[src/sv/pidh_pkg.sv]
// Shared types, widths and constants for the heater PID controller.
`timescale 1ns / 1ps
`default_nettype none

package pidh_pkg;

  localparam int GAIN_FRAC_BITS = 16;

  localparam int TEMP_W   = 16;
  localparam int DT_W     = 16;
  localparam int SETP_W   = 13;
  localparam int BAND_W   = 10;
  localparam int FAN_W    = 8;
  localparam int GAIN_W   = 24;
  localparam int HMAX_W   = 8;
  localparam int LEVEL_W  = 8;
  localparam int CFG_W    = 24;
  localparam int CFG_IDX_W = 3;

  localparam int ERR_W    = 18;
  localparam int CHG_W    = ERR_W + 1;
  localparam int SUM_W    = 32;
  localparam int MUL_B_W  = 32;
  localparam int PROD_W   = GAIN_W + 1 + MUL_B_W;
  localparam int DNUM_W   = GAIN_W + CHG_W - 1;
  localparam int QUO_W    = DNUM_W + 1;
  localparam int ACC_W    = PROD_W + 1;
  localparam int CNT_W    = $clog2(DNUM_W + 1);

  localparam int OPEN_LIMIT    = -3000;
  localparam int SHORT_LIMIT   = 12000;
  localparam int HEAT_ON_BELOW = 7700;
  localparam int HEAT_OFF_AT   = 8000;
  localparam int SUM_CEILING   = 20000;
  localparam int FAN_MIN       = 35;
  localparam int FAN_TOP       = 250;

  localparam int SETPOINT_RST   = 3400;
  localparam int BAND_RST       = 20;
  localparam int FAN_LEVEL_RST  = 35;
  localparam int GAIN_P_RST     = 45875;
  localparam int GAIN_I_RST     = 328;
  localparam int GAIN_D_RST     = 65536;
  localparam int HEATER_MAX_RST = 255;

  typedef enum logic [CFG_IDX_W-1:0] {
    CFG_SETPOINT,
    CFG_BAND,
    CFG_FAN_LEVEL,
    CFG_GAIN_P,
    CFG_GAIN_I,
    CFG_GAIN_D,
    CFG_HEATER_MAX
  } cfg_idx_e;

  typedef enum logic [2:0] {
    FAULT_NONE,
    FAULT_AIR1_OPEN,
    FAULT_AIR1_SHORT,
    FAULT_AIR2_OPEN,
    FAULT_AIR2_SHORT,
    FAULT_HEAT_OPEN,
    FAULT_HEAT_SHORT
  } fault_e;

  typedef enum logic [2:0] {
    S_IDLE,
    S_EVAL,
    S_MUL_D,
    S_MUL_P,
    S_MUL_I,
    S_ACC_I,
    S_WAIT,
    S_DONE
  } state_e;

endpackage

`default_nettype wire

[src/sv/pidh_div.sv]
// Serial restoring divider with floor rounding for the derivative term.
`timescale 1ns / 1ps
`default_nettype none

module pidh_div
  import pidh_pkg::*;
(
  input  wire logic                      clk_i,
  input  wire logic                      rst_ni,
  input  wire logic                      start_i,
  input  wire logic [DNUM_W-1:0]         num_i,
  input  wire logic                      neg_i,
  input  wire logic [DT_W-1:0]           den_i,
  output logic                           done_o,
  output logic signed [QUO_W-1:0]        quo_o
);

  logic                    busy_q, fix_q, done_q;
  logic [CNT_W-1:0]        cnt_q;
  logic [DNUM_W-1:0]       num_q;
  logic [DT_W-1:0]         rem_q, den_q;
  logic                    neg_q;
  logic signed [QUO_W-1:0] quo_q;

  logic [DT_W:0]           rem_sh;
  logic                    ge;
  logic [DT_W-1:0]         rem_n;
  logic [QUO_W-1:0]        q_ext;

  always_comb begin
    rem_sh = {rem_q, num_q[DNUM_W-1]};
    ge     = rem_sh >= {1'b0, den_q};
    rem_n  = ge ? DT_W'(rem_sh - {1'b0, den_q}) : rem_sh[DT_W-1:0];
    q_ext  = {1'b0, num_q} + QUO_W'(neg_q && (rem_q != '0));
  end

  always_ff @(posedge clk_i or negedge rst_ni) begin
    if (!rst_ni) begin
      busy_q <= 1'b0;
      fix_q  <= 1'b0;
      done_q <= 1'b0;
      cnt_q  <= '0;
    end else if (start_i) begin
      busy_q <= 1'b1;
      fix_q  <= 1'b0;
      done_q <= 1'b0;
      cnt_q  <= CNT_W'(DNUM_W);
    end else if (busy_q) begin
      cnt_q <= cnt_q - 1'b1;
      if (cnt_q == CNT_W'(1)) begin
        busy_q <= 1'b0;
        fix_q  <= 1'b1;
      end
    end else if (fix_q) begin
      fix_q  <= 1'b0;
      done_q <= 1'b1;
    end
  end

  always_ff @(posedge clk_i) begin
    if (start_i) begin
      num_q <= num_i;
      rem_q <= '0;
      den_q <= den_i;
      neg_q <= neg_i;
    end else if (busy_q) begin
      num_q <= {num_q[DNUM_W-2:0], ge};
      rem_q <= rem_n;
    end else if (fix_q) begin
      quo_q <= neg_q ? $signed(-q_ext) : $signed(q_ext);
    end
  end

  assign done_o = done_q;
  assign quo_o  = quo_q;

endmodule

`default_nettype wire

[config.mk]
export PLATFORM = sky130hd
export DESIGN_NAME = pidh_div
export DESIGN_NICKNAME = d
export VERILOG_FILES = /design/src/sv/pidh_pkg.sv /design/src/sv/pidh_div.sv
export SDC_FILE = /design/constraint.sdc
export NUM_CORES = 1
export LEC_CHECK = 0
export BUFFER_PORTS_ARGS = -buffer_cell sky130_fd_sc_hd__buf_2
export CORE_UTILIZATION = 55
export CTS_CLUSTER_SIZE = 25
export DETAILED_ROUTE_END_ITERATION = 12
export PLACE_DENSITY = 0.77
export SLEW_MARGIN = 20
export SYNTH_ARGS = -nofsm -noshare
export SYNTH_HDL_FRONTEND = slang
export SYNTH_SLANG_ARGS = --single-unit
export TNS_END_PERCENT = 1
[constraint.sdc]
create_clock -name clk_i -period 5.35 [get_ports clk_i]
set_input_delay 0.2675 -clock clk_i [delete_from_list [all_inputs] [get_ports clk_i]]
set_output_delay 0.2675 -clock clk_i [all_outputs]
set_load 0.01 [all_outputs]
==> impl_metrics.py <==
metrics = {
    "outcome": {
        "status": "complete, no violations",
    },
    "hold_path": {
        "hold-path-cell-count": 1,
        "min_to": "den_q[1]",
        "hold_path_class": "in -> reg",
        "hold_start": "den_i[1]",
    },
    "worst_setup_path": {
        "reg2reg_slack_ns": 0.55,
        "arrival_ns": 4.95,
        "endpoint_kind": "register",
        "cp.required_ns": 5.50,
        "cp_max_fo": 9,
        "critPathKind": "reg -> reg",
        "r2r-end": "quo_o[31]",
        "startpoint_type": "register",
        "reg2regPathDepth": 13,
        "r2r-start": "rem_q[10]",
    },
    "floorplan": {
        "die_area_mm2": 0.0147,
        "ios": 106,
        "rows": 43,
        "core_mm2": 0.0139,
        "start_util_pct": 56.4,
        "die_y_um": 121,
        "die_w_um": 121,
    },
    "pwr": {
        "p_int_w": 0.00194,
        "worst_ir_drop_vdd_mv": 0.223,
        "pwr-share-comb_pct": 13.0,
        "power_frac_clock_pct": 40.4,
        "power.density_mw_per_mm2": 289,
        "p_leak_nw": 3.46,
        "seqPwrFrac_pct": 46.5,
        "swShare_pct": 25.6,
        "switching_power_w": 0.000668,
    },
    "sta": {
        "final-setup-viol-count": 0,
        "worstMarginPinSlew_ns": 0.713,
        "setup_ws_ns": 0.550,
        "drv_slew": 0,
        "slew_headroom_pct": 52.1,
        "max_freq_ghz": 0.208,
        "clock_skew_ns": 0.00979,
        "tns_ns": 0,
        "rsz0062_at_grt": "no",
        "period_share_pct": 89.7,
        "hold_viol": 0,
        "timing.final.crit_period_ns": 4.80,
    },
    "drt": {
        "drt-pass1-iter-count": 5,
        "wl_per_cell_um": 17.3,
        "routed_via_density": 5.77,
        "vias": 6029,
        "first_iter_violations": 490,
        "postRouteAntennaNets": 0,
        "drc_errors": 0,
        "totalWireLength_mm": 18.0,
    },
    "placement": {
        "gp_congestion": 0.885,
        "portBuffers": 105,
        "dp.final_hpwl_mm": 13.4,
        "dpl-instance-area_mm2": 0.00847,
        "pre_cts_ws_ns": 0.699,
    },
    "global_routing": {
        "grt_pass1_wl_mm": 29.0,
        "gr-total-overflow": 0,
        "first_global_vias": 5713,
        "grt_max_degree": 64,
        "grt_usage_pct": 25.7,
        "antenna_found_initial": 0,
    },
    "cts": {
        "cts_resized": 0,
        "root_buffer": "clkbuf_16",
        "cts_sinks": 127,
        "hold_buffers": 1,
        "clkTransAtPathRegs_ns": 0.06,
        "htreeDepth": 4,
        "clock_latency_ns": 0.42,
        "post-cts-setup-buffers": 0,
        "cts_made_buffers": 17,
        "cts_tree": "yes",
        "clk_path_buf_depth": 2,
    },
    "yosys": {
        "ys.flop_type": "edfxtp_1",
        "syn_inst": 757,
        "ys_ff_latch": 127,
        "synth_area_mm2": 0.00783,
        "avgSynthCellArea_um2": 10.3,
        "syn_nets": 841,
        "synth_edf_count": 102,
        "async_flop_share_pct": 7.09,
        "yosysWarnings": 0,
        "ys_seq_area_share_pct": 46.1,
        "ys_types": 66,
    },
    "finish": {
        "diodes": 0,
        "final_common_cell": "buf_2",
        "layout_common_cells": "105 x buf_2, 102 x edfxtp_1, 62 x nand2_1, 61 x xnor2_1, 49 x nor2_1",
        "design_area_mm2": 0.00903,
        "nets": 936,
        "syn_to_final_growth_pct": 15.2,
        "drive_gt1_share_pct": 22.7,
    },
    "job": {
        "drv_cap": 0,
    },
}
==> worst max-delay path by stage <==
| stage | from | end | slack (ns) | depth (start not counted) |
|---|---|---|---|---|
| after floorplan | neg_q | quo_o[25] | 1.14 | 15 |
| after global placement | rem_q[10] | quo_o[25] | 0.77 | 13 |
| after detailed placement | rem_q[10] | quo_o[25] | 0.70 | 13 |
| after CTS | rem_q[10] | quo_o[31] | 0.65 | 13 |
| after global routing | rem_q[3] | quo_o[39] | 0.37 | 13 |
| final | rem_q[10] | quo_o[31] | 0.55 | 13 |
==> state kept, by name, summed over array words and instances (netlist names) <==
signal,flops
quo_o,43
num_q,42
den_q,16
rem_q,16
cnt_q,6
busy_q,1
done_o,1
fix_q,1
neg_q,1
==> cell families (layout without fill, tap and decap cells) <==
family                     count (synthesis)  count (layout)  synth area share (%)
AOI/OAI and AO/OA                        129             129                  10.8
xor gates and xnor gates                 100             100                  11.2
adders and majority gates                 22              22                  3.61
buffers and inverters                     73             181                  4.07
DFF                                      127             127                  46.1
muxes                                     52              52                  7.20
and+or+nand+nor                          254             254                  17.0
==> cells in the mapped netlist, types with 11 or more instances <==
| cell | number | area [um2] |
|---|---|---|
| nor2_1 | 50 | 188 |
| xor2_1 | 39 | 342 |
| xnor2_1 | 61 | 534 |
| and3_1 | 11 | 68.8 |
| nand3_1 | 24 | 120 |
| nor4_1 | 14 | 87.6 |
| nor3_1 | 17 | 85.1 |
| a211oi_1 | 15 | 113 |
| o21ai_0 | 33 | 165 |
| nand4_1 | 20 | 125 |
| mux2i_1 | 17 | 170 |
| a21oi_1 | 28 | 140 |
| ha_1 | 21 | 263 |
| dfxtp_1 | 16 | 320 |
| clkbuf_1 | 21 | 78.8 |
| edfxtp_1 | 102 | 3060 |
| inv_1 | 34 | 128 |
| nand2_1 | 62 | 233 |
| mux2_2 | 35 | 394 |
==> metal layers <==
layer / GRT usage (%) / vias up / wire [um]
met5: 0 / - / 0
li1: - / 2958 / -
met1: 35.2 / 2848 / 8260
met3: 4.09 / 29 / 936
met2: 40.9 / 194 / 8560
met4: 9.80 / 0 / 294
==> area by class of cell <==
cell class	instances	area (um2)
clock buffers	24	462
clock inverters	8	68.8
fillers	1092	4850
inverters	34	128
multi-input cells	557	3920
flip-flops and latches	127	3610
well taps	180	225
repair buffers	115	616
==> metrics by stage <==
stage               power, W  std cells  utilization [%]  hold slack, ns
floorplan            0.00146        757                -         -0.0281
global placement     0.00156       1011             61.0           0.122
detailed placement   0.00157       1011             61.0           0.129
CTS                  0.00262       1044             64.9         0.00996
global route         0.00271       1045             65.0         0.00952
finish               0.00261       1045             65.0          0.0248
==> power groups by stage <==
stage                     registers, W  clock network, W  logic (W)
final                          0.00121           0.00106   0.000340
after global routing           0.00122           0.00111   0.000374
after CTS                      0.00121           0.00107   0.000339
after detailed placement       0.00123                 0   0.000336
after global placement         0.00123                 0   0.000327
after floorplan                0.00119                 0   0.000277
==> worst max-delay path, stage by stage (launching register included) <==
cell and delay, ns:
dfxtp_1 0.33, nor4_1 0.46, a41oi_1 0.27, ha_1 0.30, ha_1 0.32, xor2_1 0.21
nor3_1 0.19, o21ai_0 0.26, or4b_4 0.60, a2111o_1 0.42, or2_1 0.33, o311ai_0 0.43
o21ai_0 0.23, xor2_1 0.19
Note: power is estimated with default switching activity, not from simulation.
